File: src/hdl/upd_pkg.sv
// Shared types, constants and helper functions for the URL percent decoder.
// Used by every module of the decoder; depends on nothing else.

package upd_pkg;

  // Fixed field widths.
  localparam int BYTE_W = 8;
  localparam int LEN_W  = 13;

  // Default saturation limit for the decoded length.
  localparam int MAX_LENGTH_DEF = 4096;

  // Decoded bytes produced by one input word, at most.
  localparam int GRP_SLOTS = 3;
  localparam int GRP_N_W   = 2;

  // Depth of the queue between the front and the back.
  localparam int QDEPTH   = 4;
  localparam int QPTR_W   = 2;
  localparam int QCOUNT_W = 3;

  // Configuration port.
  localparam int PADDR_W = 3;
  localparam int PDATA_W = 32;
  localparam logic REG_QUERY_MODE = 1'b0;  // register index, taken from paddr[2]

  // Character codes.
  localparam logic [BYTE_W-1:0] CH_PLUS    = 8'h2B;
  localparam logic [BYTE_W-1:0] CH_SPACE   = 8'h20;
  localparam logic [BYTE_W-1:0] CH_PERCENT = 8'h25;
  localparam logic [BYTE_W-1:0] CH_SUBST   = 8'h5F;
  localparam logic [BYTE_W-1:0] CH_CTRL_LIM = 8'h20;
  localparam logic [BYTE_W-1:0] CH_DEL     = 8'h7F;

  // Escape tracking state of the front.
  typedef enum logic [1:0] {
    ESC_NONE  = 2'd0,
    ESC_PCT   = 2'd1,
    ESC_DIGIT = 2'd2
  } esc_t;

  // Result of classifying a byte as a hex digit.
  typedef struct packed {
    logic       ok;
    logic [3:0] val;
  } hex_t;

  // Group of decoded bytes caused by one input word.
  typedef struct packed {
    logic [GRP_SLOTS-1:0][BYTE_W-1:0] bytes;
    logic [GRP_N_W-1:0]               n;
    logic                             last;
  } grp_t;

  // Classify one character as a hex digit of either case.
  function automatic hex_t hex_decode(input logic [BYTE_W-1:0] c);
    hex_t h;
    h = '0;
    if (c inside {[8'h30:8'h39]}) begin
      h.ok  = 1'b1;
      h.val = 4'(c - 8'h30);
    end else if (c inside {[8'h41:8'h46]}) begin
      h.ok  = 1'b1;
      h.val = 4'(c - 8'h37);
    end else if (c inside {[8'h61:8'h66]}) begin
      h.ok  = 1'b1;
      h.val = 4'(c - 8'h57);
    end
    return h;
  endfunction

  // Append one byte to a group.
  function automatic grp_t grp_push(input grp_t g, input logic [BYTE_W-1:0] b);
    grp_t r;
    r = g;
    if (r.n < GRP_N_W'(GRP_SLOTS)) begin
      r.bytes[r.n] = b;
      r.n          = r.n + GRP_N_W'(1);
    end
    return r;
  endfunction

endpackage

File: src/hdl/upd_front.sv
// Front of the decoder: accepts encoded words, tracks the escape state and
// builds the group of decoded bytes for each word. Depends on upd_pkg.

module upd_front import upd_pkg::*; (
  input  logic              clk,
  input  logic              rst_n,
  input  logic              query_mode,
  input  logic              in_valid,
  output logic              in_ready,
  input  logic [BYTE_W-1:0] in_byte,
  input  logic              in_last,
  input  logic              q_not_full,
  output logic              q_push,
  output grp_t              q_data
);

  esc_t              stage_r, stage_nxt;
  logic [3:0]        fd_r, fd_nxt;
  logic [BYTE_W-1:0] fdc_r, fdc_nxt;
  logic              accept;

  assign in_ready = q_not_full;
  assign accept   = in_valid && in_ready;

  // Escape state register; the held digit needs no reset.
  always_ff @(posedge clk) begin
    if (!rst_n) begin
      stage_r <= ESC_NONE;
    end else if (accept) begin
      stage_r <= stage_nxt;
    end
  end

  always_ff @(posedge clk) begin
    if (accept) begin
      fd_r  <= fd_nxt;
      fdc_r <= fdc_nxt;
    end
  end

  // Next escape state and the decoded bytes of this word.
  always_comb begin
    hex_t              hx;
    grp_t              g;
    logic              do_plain;
    logic [BYTE_W-1:0] dec;
    hx        = hex_decode(in_byte);
    g         = '0;
    g.last    = in_last;
    do_plain  = 1'b0;
    stage_nxt = stage_r;
    fd_nxt    = fd_r;
    fdc_nxt   = fdc_r;
    dec       = {fd_r, hx.val};
    if (dec < CH_CTRL_LIM || dec == CH_DEL) begin
      dec = CH_SUBST;
    end

    case (stage_r)
      ESC_PCT: begin
        if (hx.ok) begin
          fd_nxt    = hx.val;
          fdc_nxt   = in_byte;
          stage_nxt = ESC_DIGIT;
        end else begin
          g        = grp_push(g, CH_PERCENT);
          do_plain = 1'b1;
        end
      end
      ESC_DIGIT: begin
        stage_nxt = ESC_NONE;
        if (hx.ok) begin
          g = grp_push(g, dec);
        end else begin
          g        = grp_push(g, CH_PERCENT);
          g        = grp_push(g, fdc_r);
          do_plain = 1'b1;
        end
      end
      default: begin
        do_plain = 1'b1;
      end
    endcase

    // Ordinary byte handling, also after a broken escape.
    if (do_plain) begin
      if (query_mode && in_byte == CH_PLUS) begin
        g         = grp_push(g, CH_SPACE);
        stage_nxt = ESC_NONE;
      end else if (in_byte == CH_PERCENT) begin
        stage_nxt = ESC_PCT;
      end else begin
        g         = grp_push(g, in_byte);
        stage_nxt = ESC_NONE;
      end
    end

    // The end of a string flushes a pending escape as plain text.
    if (in_last) begin
      if (stage_nxt == ESC_PCT) begin
        g = grp_push(g, CH_PERCENT);
      end else if (stage_nxt == ESC_DIGIT) begin
        g = grp_push(g, CH_PERCENT);
        g = grp_push(g, fdc_nxt);
      end
      stage_nxt = ESC_NONE;
    end

    q_data = g;
  end

  // Words that decode to nothing leave no entry in the queue.
  assign q_push = accept && (q_data.n != '0);

endmodule

File: src/hdl/upd_queue.sv
// Short queue of decoded byte groups between the front and the back.
// Depends on upd_pkg.

module upd_queue import upd_pkg::*; (
  input  logic clk,
  input  logic rst_n,
  input  logic push,
  input  grp_t push_data,
  input  logic pop,
  output grp_t head,
  output logic not_empty,
  output logic not_full
);

  grp_t                mem_r [QDEPTH];
  logic [QPTR_W-1:0]   wr_ptr_r, rd_ptr_r;
  logic [QCOUNT_W-1:0] count_r;
  logic                do_push, do_pop;

  assign not_empty = (count_r != '0);
  assign not_full  = (count_r != QCOUNT_W'(QDEPTH));
  assign do_push   = push && not_full;
  assign do_pop    = pop && not_empty;
  assign head      = mem_r[rd_ptr_r];

  // Entry storage.
  always_ff @(posedge clk) begin
    if (do_push) begin
      mem_r[wr_ptr_r] <= push_data;
    end
  end

  // Pointers and fill count.
  always_ff @(posedge clk) begin
    if (!rst_n) begin
      wr_ptr_r <= '0;
      rd_ptr_r <= '0;
      count_r  <= '0;
    end else begin
      if (do_push) begin
        wr_ptr_r <= wr_ptr_r + QPTR_W'(1);
      end
      if (do_pop) begin
        rd_ptr_r <= rd_ptr_r + QPTR_W'(1);
      end
      if (do_push && !do_pop) begin
        count_r <= count_r + QCOUNT_W'(1);
      end else if (do_pop && !do_push) begin
        count_r <= count_r - QCOUNT_W'(1);
      end
    end
  end

endmodule

File: src/hdl/upd_back.sv
// Back of the decoder: sends the bytes of each queued group one word per cycle
// while out_ready allows, keeps the saturating decoded length. Depends on upd_pkg.

module upd_back import upd_pkg::*; #(
  parameter int MAX_LENGTH = MAX_LENGTH_DEF
) (
  input  logic              clk,
  input  logic              rst_n,
  input  grp_t              head,
  input  logic              q_not_empty,
  output logic              q_pop,
  output logic              out_valid,
  input  logic              out_ready,
  output logic [BYTE_W-1:0] out_byte,
  output logic              out_last,
  output logic [LEN_W-1:0]  out_decoded_length
);

  localparam int CNT_W = $clog2(MAX_LENGTH + 1);
  localparam int EXT_W = (CNT_W > LEN_W) ? CNT_W : LEN_W;

  logic [GRP_N_W-1:0] k_r, k_nxt;
  logic [CNT_W-1:0]   cnt_r, cnt_nxt, cnt_inc;
  logic [EXT_W-1:0]   cnt_ext;
  logic               out_valid_r, out_valid_nxt;
  logic [BYTE_W-1:0]  out_byte_r;
  logic               out_last_r;
  logic [LEN_W-1:0]   out_len_r;
  logic               load, is_end;

  // The output register takes a new word when it is empty or being drained.
  assign load    = q_not_empty && (!out_valid_r || out_ready);
  assign is_end  = (k_r == head.n - GRP_N_W'(1));
  assign q_pop   = load && is_end;
  assign cnt_inc = (cnt_r == CNT_W'(MAX_LENGTH)) ? cnt_r : cnt_r + CNT_W'(1);
  assign cnt_ext = EXT_W'(cnt_inc);

  // Slot index, length count and output valid.
  always_comb begin
    k_nxt         = k_r;
    cnt_nxt       = cnt_r;
    out_valid_nxt = out_ready ? 1'b0 : out_valid_r;
    if (load) begin
      out_valid_nxt = 1'b1;
      k_nxt         = is_end ? '0 : k_r + GRP_N_W'(1);
      cnt_nxt       = (head.last && is_end) ? '0 : cnt_inc;
    end
  end

  always_ff @(posedge clk) begin
    if (!rst_n) begin
      k_r         <= '0;
      cnt_r       <= '0;
      out_valid_r <= 1'b0;
    end else begin
      k_r         <= k_nxt;
      cnt_r       <= cnt_nxt;
      out_valid_r <= out_valid_nxt;
    end
  end

  // Output payload register.
  always_ff @(posedge clk) begin
    if (load) begin
      out_byte_r <= head.bytes[k_r];
      out_last_r <= head.last && is_end;
      out_len_r  <= cnt_ext[LEN_W-1:0];
    end
  end

  assign out_valid          = out_valid_r;
  assign out_byte           = out_byte_r;
  assign out_last           = out_last_r;
  assign out_decoded_length = out_len_r;

endmodule

File: src/hdl/url_percent_decoder_top.sv
// Top level of the URL percent decoder: configuration register, front,
// group queue and back. Depends on upd_pkg, upd_front, upd_queue, upd_back.
//
//   Channel   Direction  Handshake              Word
//   input     in         in_valid / in_ready    in_byte, in_last
//   result    out        out_valid / out_ready  out_byte, out_last, out_decoded_length
//   config    in         psel/penable/pwrite    paddr, pwdata (prdata on reads)
//
// One input word is accepted per cycle while the four-entry group queue has
// room; out_valid for a word's first result rises once its group has passed
// the group queue and the output register. The back sends one decoded byte per
// cycle while out_ready is high, so words of two or three bytes fill the queue.
// Reset (rst_n low at a clock edge) empties the queue, clears the escape
// state, the length count and query_mode; no clearing pass is needed.
// Either side may stall freely; the queue and output register absorb it.

module url_percent_decoder_top import upd_pkg::*; #(
  parameter int MAX_LENGTH = MAX_LENGTH_DEF
) (
  input  logic               clk,
  input  logic               rst_n,
  input  logic               in_valid,
  output logic               in_ready,
  input  logic [BYTE_W-1:0]  in_byte,
  input  logic               in_last,
  output logic               out_valid,
  input  logic               out_ready,
  output logic [BYTE_W-1:0]  out_byte,
  output logic               out_last,
  output logic [LEN_W-1:0]   out_decoded_length,
  input  logic               psel,
  input  logic               penable,
  input  logic               pwrite,
  input  logic [PADDR_W-1:0] paddr,
  input  logic [PDATA_W-1:0] pwdata,
  output logic [PDATA_W-1:0] prdata,
  output logic               pready
);

  logic query_mode_r;
  logic q_push, q_pop, q_not_empty, q_not_full;
  grp_t q_in, q_head;

  // Configuration register; word index comes from paddr[2].
  assign pready = 1'b1;

  always_ff @(posedge clk) begin
    if (!rst_n) begin
      query_mode_r <= 1'b0;
    end else if (psel && penable && pwrite && pready &&
                 paddr[2] == REG_QUERY_MODE) begin
      query_mode_r <= pwdata[0];
    end
  end

  assign prdata = (paddr[2] == REG_QUERY_MODE) ? PDATA_W'(query_mode_r) : '0;

  // Front: escape tracking and byte grouping.
  upd_front u_front (
    .clk        (clk),
    .rst_n      (rst_n),
    .query_mode (query_mode_r),
    .in_valid   (in_valid),
    .in_ready   (in_ready),
    .in_byte    (in_byte),
    .in_last    (in_last),
    .q_not_full (q_not_full),
    .q_push     (q_push),
    .q_data     (q_in)
  );

  // Queue between front and back.
  upd_queue u_queue (
    .clk       (clk),
    .rst_n     (rst_n),
    .push      (q_push),
    .push_data (q_in),
    .pop       (q_pop),
    .head      (q_head),
    .not_empty (q_not_empty),
    .not_full  (q_not_full)
  );

  // Back: serialization and length count.
  upd_back #(
    .MAX_LENGTH (MAX_LENGTH)
  ) u_back (
    .clk                (clk),
    .rst_n              (rst_n),
    .head               (q_head),
    .q_not_empty        (q_not_empty),
    .q_pop              (q_pop),
    .out_valid          (out_valid),
    .out_ready          (out_ready),
    .out_byte           (out_byte),
    .out_last           (out_last),
    .out_decoded_length (out_decoded_length)
  );

endmodule

File: config.mk
export PLATFORM = sky130hd
export DESIGN_NAME = url_percent_decoder_top
export DESIGN_NICKNAME = d
export VERILOG_FILES = /design/src/hdl/upd_pkg.sv /design/src/hdl/upd_front.sv /design/src/hdl/upd_queue.sv /design/src/hdl/upd_back.sv /design/src/hdl/url_percent_decoder_top.sv
export SDC_FILE = /design/constraint.sdc
export NUM_CORES = 1
export LEC_CHECK = 0
export ABC_AREA = 1
export ABC_CLOCK_PERIOD_IN_PS = 8200
export BUFFER_PORTS_ARGS = -buffer_cell sky130_fd_sc_hd__buf_2
export CAP_MARGIN = 30
export CORE_ASPECT_RATIO = 1.1
export CORE_MARGIN = 10
export CORE_UTILIZATION = 40
export CTS_BUF_LIST = sky130_fd_sc_hd__clkbuf_8
export DETAILED_ROUTE_END_ITERATION = 8
export SLEW_MARGIN = 15
export SYNTH_ARGS = -nofsm -noshare
export SYNTH_HDL_FRONTEND = slang
export SYNTH_SLANG_ARGS = --single-unit
File: constraint.sdc
create_clock -name clk -period 8.2 [get_ports clk]
set_clock_uncertainty 0.05 [all_clocks]
set_input_delay 0.41 -clock clk [delete_from_list [all_inputs] [get_ports clk]]
set_output_delay 0.41 -clock clk [all_outputs]
set_load 0.1 [all_outputs]
==> impl_metrics.tcl, run 1 <==
set metrics [dict create \
    num_vias 5534 \
    period_share 0.435 \
    hold_buffers 0 \
    finalHoldViolations 0 \
    grt_overflow 0 \
    post_cts_buffers 0 \
    cts.path.max_buffers 2 \
    power_frac_seq 0.395 \
    status "finished clean" \
    cts_resized 0 \
    switchingPower_mw 1.30 \
    hp-class "input pin to register" \
    io_buffers 42 \
    worst_pin_slew_ns 0.972 \
    dp_cells 1064 \
    synth-async-reset-ratio 0 \
    core_area_sq_mm 0.0198 \
    die_x_um 155 \
    max_freq_ghz 0.281 \
    crit_top_cell "nand2_1" \
    io_pins 108 \
    yosysWarnings 0 \
    setup_viol 0 \
    tns_ns 0 \
    synth_compound_area_frac 0.124 \
    required_ns 8.54 \
    synth_cell_types 48 \
    drt_iter0_drc 452 \
    power.leakage_nw 3.39 \
    power_frac_clock 0.212 \
    ys_ff_latch 170 \
    crit_fanout 55 \
    clk_pin_slew_ns 0.09 \
    grt_max_degree 56 \
    nets 897 \
    synth_area_per_cell_sq_um 10.2 \
    grt_pass1_wl_um 28500 \
    fin_ws_ns 4.64 \
    syn_inst 785 \
    root_buffer "clkbuf_8" \
    slew_headroom 0.351 \
    die-area_sq_mm 0.0261 \
    slowest_delay_ns 0.50 \
    cp_data_arrival_time_ns 3.91 \
    cp-end-kind "register" \
    worstPathCellList "buf_4 > inv_2 > o21ai_0 > o22a_1 > xor2_1 > nand2_1 > nand2_1 > inv_2 > nand2_1 > ha_1 > inv_1 > fa_1 > nor2_1 > nor2_1 > nand2_1 > o21ai_0 > a21oi_1" \
    synthMuxAreaShare 0 \
    cts_sinks 170 \
    drc 0 \
    viasPerCell 5.05 \
    drive_gt1_frac 0.146 \
    dpl.hpwl_um 12000 \
    gp_congestion 0.878 \
    mostFrequentLayoutCells "edfxtp_1 (142), nand2_1 (109), nor2_1 (89)" \
    antenna_found_initial 0 \
    synth_flop_cell "edfxtp_1" \
    grt_usage 0.137 \
    drt_wl_total_um 17900 \
    fin_util 0.445 \
    syn_area_sq_mm 0.00801 \
    area_delta_synth_final_pct 10.0 \
    rows 54 \
    clkLatencyLatePin_ns 0.46 \
    synth_xor_xnor_area_share 0.0131 \
    synth_adder_area_share 0.0244 \
    start_util 0.405 \
    power-per-cell-area_mw_per_mm2 333 \
    cts_buffers 17 \
    finalMaxSlewViolations 0 \
    ir_drop_mv 0.247 \
    final_common_cell "edfxtp_1" \
    synth_top_family_by_area "simple AND/OR/NAND/NOR gates" \
    maxCapViolations 0 \
    place_ws_ns 4.54 \
    intPower_mw 1.64 \
    start_kind "register" \
    routedWlPerCell_um 16.3 \
    path_class "register to register" \
    slowest_stage "inv_2" \
    grt_setup_unrepaired "false" \
    insertedDiodeCount 0 \
    synth-edff-count 142 \
    htreeDepth 4 \
    seq_area_frac_synth 0.602 \
    period_minus_slack_ns 3.56 \
    yosys.area_share.simple 0.149 \
    first_pass_iters 5 \
    antenna_left 0 \
    die_h_um 168 \
    tritoncts "yes" \
    final_cells 1096 \
    fillers 1901 \
    sw_frac_of_total 0.443 \
    pwr-share-comb 0.393 \
    first_global_vias 5434 \
]
==> power groups by stage <==
stage               Clock [mW]  Sequential (mW)  Combinational [mW]
finish                   0.622             1.16                1.16
global route             0.672             1.17                1.25
CTS                      0.636             1.16                1.17
detailed placement           0             1.18                1.17
global placement             0             1.18                1.16
floorplan                    0             1.57               0.545
==> critical path, delay by kind of cell (launching register included) <==
family          cells  cell delay (ns)
compound gates      4             0.68
xor+xnor            1             0.19
fa+ha+maj           2             0.60
buf+inv             4             1.09
flops               1             0.33
simple gates        6             0.53
==> state kept, by name (all words and copies together), names as in the netlist, named ones only <==
signal / count
u_queue.mem_r: 108
u_back.cnt_r: 13
u_back.out_decoded_length: 13
u_back.out_byte: 8
u_front.fdc_r: 8
u_front.fd_r: 4
u_queue.count_r: 3
u_back.k_r: 2
u_front.stage_r: 2
u_queue.rd_ptr_r: 2
u_queue.wr_ptr_r: 2
query_mode_r: 1
u_back.out_last: 1
u_back.out_valid: 1
==> cells in the mapped netlist, types with 2 or more instances <==
cell / count / share of area
a21oi_1: 28 / 0.017
a31oi_1: 2 / 0.0016
a32o_1: 7 / 0.0087
buf_4: 33 / 0.031
clkbuf_1: 18 / 0.0084
clkinv_1: 2 / 0.00094
conb_1: 2 / 0.00094
dfxtp_1: 28 / 0.070
edfxtp_1: 142 / 0.53
ha_1: 14 / 0.022
inv_1: 83 / 0.039
inv_2: 12 / 0.0056
nand2_1: 109 / 0.051
nand2_2: 10 / 0.0078
nand2_4: 3 / 0.0042
nand3_1: 26 / 0.016
nand4_1: 8 / 0.0062
nor2_1: 89 / 0.042
nor2_2: 7 / 0.0055
nor3_1: 5 / 0.0031
nor4_1: 4 / 0.0031
o2111ai_1: 2 / 0.0022
o211ai_1: 3 / 0.0028
o21ai_0: 79 / 0.049
o21ai_1: 6 / 0.0037
o221ai_1: 16 / 0.017
o22ai_1: 16 / 0.012
xnor2_1: 5 / 0.0055
xor2_1: 7 / 0.0077
==> per-layer routing <==
layer | GRT usage | share of wire | vias up
met5 | 0 | 0 | -
met4 | 0.0452 | 0.012 | 0
met3 | 0.0337 | 0.056 | 22
met2 | 0.234 | 0.50 | 137
met1 | 0.164 | 0.43 | 2631
li1 | - | - | 2744
==> final timing paths <==
path,cells after the start,slack (ns),endpoint,from
setup / recovery,17,4.64,u_queue.count_r[2],register
hold / removal,2,0.15,query_mode_r,pwdata[0]
hold reg to reg,2,0.43,register,u_queue.rd_ptr_r[0]
setup reg to reg,17,4.64,u_queue.count_r[2],register
==> logic make-up (layout without fill, tap and decap cells) <==
logic type                 Yosys count  after routing
DFF                                170            170
AOI/OAI and AO/OA                  167            167
other                                2             32
and+or+nand+nor                    269            269
buffers and inverters              150            179
adders and majority gates           15             15
xor gates and xnor gates            12             12
==> metrics by stage <==
step	hold slack, ns	total power, mW	instance area [sq um]
3_5_place_dp	0.430	2.35	8400
6_report	0.151	2.94	8820
2_1_floorplan	0.407	2.12	8130
4_1_cts	0.128	2.97	8820
5_1_grt	0.143	3.10	8820
3_3_place_gp	0.422	2.34	8400
==> area by class of cell <==
cell class | instances | area (sq um) | share of cell area
Tap cell | 252 | 315 | 0.0358
Sequential cell | 170 | 4820 | 0.547
Inverter | 98 | 370 | 0.0420
Clock buffer | 17 | 234 | 0.0265
Timing Repair Buffer | 49 | 263 | 0.0298
Clock inverter | 15 | 185 | 0.0210
Multi-Input combinational cell | 495 | 2630 | 0.298
Power figures use the tool's default switching activity.
==> run 2, diff against run 1 <==
Settings changed: ABC_CLOCK_PERIOD_IN_PS 8200 to 3000.
Clock period 8.2 ns to 3 ns, I/O delays scaled along.
==> run 2 against run 1 <==
  * Sequential share of layout area shrank 1.7 points
  * Power rose to 2.7 times the previous value
  * Cell area rose by 3.2%
  * Global-route usage rose by 0.052 points
  * Sequential power increased to 2.7 times the previous value
  * Hold slack got worse by 0.15 ns
  * Combinational power grew to 2.8 times the previous value
  * Via count is 2.2% higher
==> impl_metrics.tcl, run 2 (synthesized netlist as in run 1, its figures left out) <==
set metrics [dict create \
    power_frac_clock 0.200 \
    io_pins 108 \
    post_dp_cell_area_sq_mm 0.00865 \
    antenna_left 0 \
    largest_reg_flops 108 \
    gp_congestion 0.881 \
    seq_area_sq_mm 0.00483 \
    cts_buffers 17 \
    die_x_um 155 \
    worst_pin_slew_ns 0.871 \
    maxCapViolations 0 \
    die-area_sq_mm 0.0261 \
    grt_overflow 0 \
    crit_fanout 4 \
    place_ws_ns 0.0219 \
    mostFrequentLayoutCells "edfxtp_1 (142), nand2_1 (109), nor2_1 (89)" \
    cp_data_arrival_time_ns 3.07 \
    fin_util 0.460 \
    area_delta_synth_final_pct 13.6 \
    viasPerCell 5.02 \
    intPower_mw 4.41 \
    core_area_sq_mm 0.0198 \
    io_buffers 42 \
    first_pass_iters 6 \
    setup_viol 0 \
    clkLatencyLatePin_ns 0.46 \
    clk_pin_slew_ns 0.09 \
    routedWlPerCell_um 15.9 \
    sw_frac_of_total 0.450 \
    drt_wl_total_um 17900 \
    die_h_um 168 \
    period_share 0.908 \
    start_util 0.405 \
    insertedDiodeCount 0 \
    ir_drop_mv 1.09 \
    grt_usage 0.137 \
    power-per-cell-area_mw_per_mm2 881 \
    grt_setup_unrepaired "false" \
    first_global_vias 5559 \
    nets 928 \
    num_vias 5655 \
    max_freq_ghz 0.367 \
    hp-class "input pin to register" \
    post_cts_buffers 0 \
    finalHoldViolations 0 \
    dpl.hpwl_um 12200 \
    cp-end-kind "register" \
    design_area_sq_mm 0.00910 \
    drive_gt1_frac 0.175 \
    start_kind "register" \
    pwr-share-comb 0.407 \
    tns_ns 0 \
    path_class "register to register" \
    status "finished clean" \
    grt_pass1_wl_um 28800 \
    antenna_found_initial 0 \
    regMostFlops "u_queue.mem_r" \
    hold_ws_ns 0.00474 \
    grt_max_degree 49 \
    root_buffer "clkbuf_8" \
    switchingPower_mw 3.61 \
    rows 54 \
    required_ns 3.35 \
    htreeDepth 4 \
    multi_input_area_sq_mm 0.00264 \
    drt_iter0_drc 409 \
    finalMaxSlewViolations 0 \
    cts.path.max_buffers 2 \
    fillers 1866 \
    drc 0 \
    power.leakage_nw 3.52 \
    fin_ws_ns 0.275 \
    period_minus_slack_ns 2.73 \
    slew_headroom 0.417 \
    cts_sinks 170 \
    tritoncts "yes" \
    power_frac_seq 0.394 \
    r2r_slack_ns 0.27 \
    final_common_cell "edfxtp_1" \
]
## run 2: worst max-delay path: stages, from the launching register on
cell	delay [ns]
dfxtp_2	0.36
inv_1	0.05
ha_1	0.37
inv_2	0.09
a21oi_4	0.18
nor2_2	0.08
inv_2	0.06
o21ai_2	0.06
nand2_1	0.08
nand2_2	0.07
nand2_4	0.08
nand2_4	0.05
inv_2	0.04
ha_1	0.12
inv_1	0.07
fa_1	0.44
nor2_1	0.11
nor2_1	0.04
nand2_1	0.07
o21ai_0	0.07
a21oi_1	0.12
## run 2: final timing paths
kind                      start            endpoint  cells past startpoint
min                    in_valid  u_front.stage_r[0]                      4
max reg2reg  u_front.stage_r[0]  u_queue.count_r[2]                     20
max          u_front.stage_r[0]  u_queue.count_r[2]                     20
min reg2reg     u_back.cnt_r[7]     u_back.cnt_r[7]                      2
## run 2: repair_timing
| item | CTS | global route |
|---|---|---|
| endpoints found under the setup margin | 0 | 2 |
| endpoints found under the hold margin | 14 | 0 |
| resized for setup | 0 | 4 |
| hold buffers | 5 | 0 |
## run 2: final cells by class
| cell class | instances | share of cell area |
|---|---|---|
| clock inverters | 14 | 0.0161 |
| clock buffers | 18 | 0.0272 |
| inverters | 98 | 0.0407 |
| flip-flops and latches | 170 | 0.530 |
| multi-input cells | 495 | 0.290 |
| well taps | 252 | 0.0346 |
| repair buffers | 80 | 0.0613 |
## run 2: power by group through the flow
stage          Clock [mW]  Sequential, mW  Combinational [mW]
2_1_floorplan           0            4.30                1.51
3_3_place_gp            0            3.20                3.27
3_5_place_dp            0            3.21                3.29
4_1_cts              1.63            3.16                3.30
5_1_grt              1.74            3.19                3.52
6_report             1.60            3.15                3.26
## run 2: per-stage QoR
stage / power [mW] / instances
6_report: 8.02 / 1127
5_1_grt: 8.45 / 1127
4_1_cts: 8.09 / 1127
3_5_place_dp: 6.50 / 1090
3_3_place_gp: 6.47 / 1090
2_1_floorplan: 5.81 / 815
## run 2: per-layer routing
layer / vias to the layer above / part of all wire / GRT usage
li1: 2807 / - / -
met5: - / 0 / 0
met3: 27 / 0.057 / 0.0375
met4: 0 / 0.018 / 0.0460
met2: 147 / 0.48 / 0.232
met1: 2674 / 0.44 / 0.165
==> run 3, diff against run 2 <==
==> constraint.sdc (replaced) <==
create_clock -name clk -period 3 [get_ports clk]
set_clock_uncertainty 0.05 [all_clocks]
set_input_delay 0.9 -clock clk [delete_from_list [all_inputs] [get_ports clk]]
set_output_delay 0.9 -clock clk [all_outputs]
set_load 0.1 [all_outputs]
==> run 3 against run 2 <==
  * Via count increased by 3.3%
  * Cell area rose by 7.8%
  * Register-to-register slack got worse by 0.05 ns
  * Flip-flop and latch count stayed put
  * Largest power group unchanged
  * Final cell count grew 5.0%
==> impl_metrics.tcl, run 3 (synthesized netlist as in run 1, its figures left out) <==
set metrics [dict create \
    largest_reg_flops 108 \
    grt_pass1_wl_um 29200 \
    cts_sinks 170 \
    io_buffers 42 \
    routedWlPerCell_um 15.2 \
    viasPerCell 4.94 \
    io_pins 108 \
    clk_pin_slew_ns 0.09 \
    antenna_found_initial 0 \
    slew_headroom 0.464 \
    final_common_cell "edfxtp_1" \
    max_freq_ghz 0.339 \
    worstPathCellList "buf_12 > inv_8 > ha_4 > nor2_4 > nand2_2 > nand4_4 > nand2_8 > a21oi_4 > nor2_4 > inv_2 > o21ai_2 > nand2_1 > nand2_2 > nand2_4 > nand2_8 > inv_4 > ha_4 > inv_4 > fa_2 > nor2_2 > nor2_1 > nand2_1 > o21ai_1 > a21oi_1" \
    multi_input_area_sq_mm 0.00284 \
    antenna_left 0 \
    cp-end-kind "register" \
    period_share 0.984 \
    dpl.hpwl_um 12700 \
    crit_fanout 5 \
    insertedDiodeCount 0 \
    post_dp_cell_area_sq_mm 0.00923 \
    start_util 0.405 \
    die-area_sq_mm 0.0261 \
    period_minus_slack_ns 2.95 \
    ir_drop_mv 0.764 \
    final_cells 1183 \
    slowest_delay_ns 0.36 \
    status "finished clean" \
    grt_max_degree 51 \
    grt_usage 0.138 \
    root_buffer "clkbuf_8" \
    r2r_start "u_front.stage_r[0]" \
    area_delta_synth_final_pct 22.4 \
    maxCapViolations 0 \
    tritoncts "yes" \
    rows 54 \
    num_vias 5841 \
    dp_cells 1148 \
    htreeDepth 4 \
    worstHoldStart "u_back.cnt_r[3]" \
    path_class "input pin to register" \
    required_ns 3.33 \
    gp_congestion 0.861 \
    power-per-cell-area_mw_per_mm2 849 \
    first_global_vias 5759 \
    cp_data_arrival_time_ns 3.29 \
    start_kind "input pin" \
    design_area_sq_mm 0.00981 \
    power.leakage_nw 3.88 \
    hp-class "register to register" \
    nets 984 \
    crit_path_start "in_byte[0]" \
    drc 0 \
    die_x_um 155 \
    drt_wl_total_um 17900 \
    drt_iter0_drc 358 \
    grt_setup_unrepaired "true" \
    first_pass_iters 5 \
    mostFrequentLayoutCells "edfxtp_1 (142), nand2_1 (105), buf_4 (90)" \
    seq_area_sq_mm 0.00482 \
    finalHoldViolations 0 \
    worst_pin_slew_ns 0.801 \
    cts.path.max_buffers 2 \
    finalPower_mw 8.33 \
    grt_overflow 0 \
    clkLatencyLatePin_ns 0.45 \
    drive_gt1_frac 0.250 \
    setup_viol 0 \
    slowest_stage "fa_2" \
    regMostFlops "u_queue.mem_r" \
    die_h_um 168 \
    hold_ws_ns 0.444 \
    fillers 1837 \
    finalMaxSlewViolations 0 \
    core_area_sq_mm 0.0198 \
    cts_buffers 17 \
]
## run 3: critical path: cells and delay by family
kind	cells	cell delay, ns
buffers and inverters	5	0.28
adder cells (fa/ha/maj)	3	0.64
AO/OA/AOI/OAI	4	0.49
AND/OR/NAND/NOR	12	0.97
## run 3: layout make-up
class | instances | area share
Clock inverter | 14 | 0.0198
Multi-Input combinational cell | 495 | 0.289
Clock buffer | 18 | 0.0252
Sequential cell | 170 | 0.492
Tap cell | 252 | 0.0321
Timing Repair Buffer | 136 | 0.102
Inverter | 98 | 0.0406
## run 3: stage by stage
step	worst slack [ns]	TNS [ns]	util
final	0.0471	0	0.496
after global routing	-0.0921	-0.123	0.496
after CTS	0.00495	0	0.489
after detailed placement	-0.600	-65.21	0.466
after global placement	-0.557	-59.52	0.466
after floorplan	-0.350	-23.45	-
## run 3: path summary, 6_finish.rpt
kind / slack, ns / to / cells after the start
setup reg to reg: 0.22 / u_queue.count_r[2] / 20
hold reg to reg: 0.44 / u_back.cnt_r[3] / 2
hold / removal: 0.44 / u_back.cnt_r[3] / 2
setup / recovery: 0.05 / u_queue.count_r[2] / 24
## run 3: timing repair
| item | in CTS | in global routing |
|---|---|---|
| pin swaps | 1 | 19 |
| setup endpoints to repair | 2 | 2 |
| hold buffers | 0 | 0 |
| resized for setup | 3 | 27 |
| buffers inserted | 0 | 3 |
## run 3: where the power goes
| part | leakage, nW | switching, mW | internal [mW] |
|---|---|---|---|
| Combinational | 2.08 | 2.61 | 0.786 |
| Sequential | 1.58 | 0.138 | 3.03 |
| Clock | 0.219 | 0.835 | 0.936 |
| Total | 3.88 | 3.58 | 4.75 |
## run 3: metal layers
layer  up-vias  share of wire  track usage
met2       149           0.50        0.236
met3        16          0.059       0.0332
met5         -              0            0
li1       2914              -            -
met1      2762           0.43        0.166
met4         0          0.012       0.0469
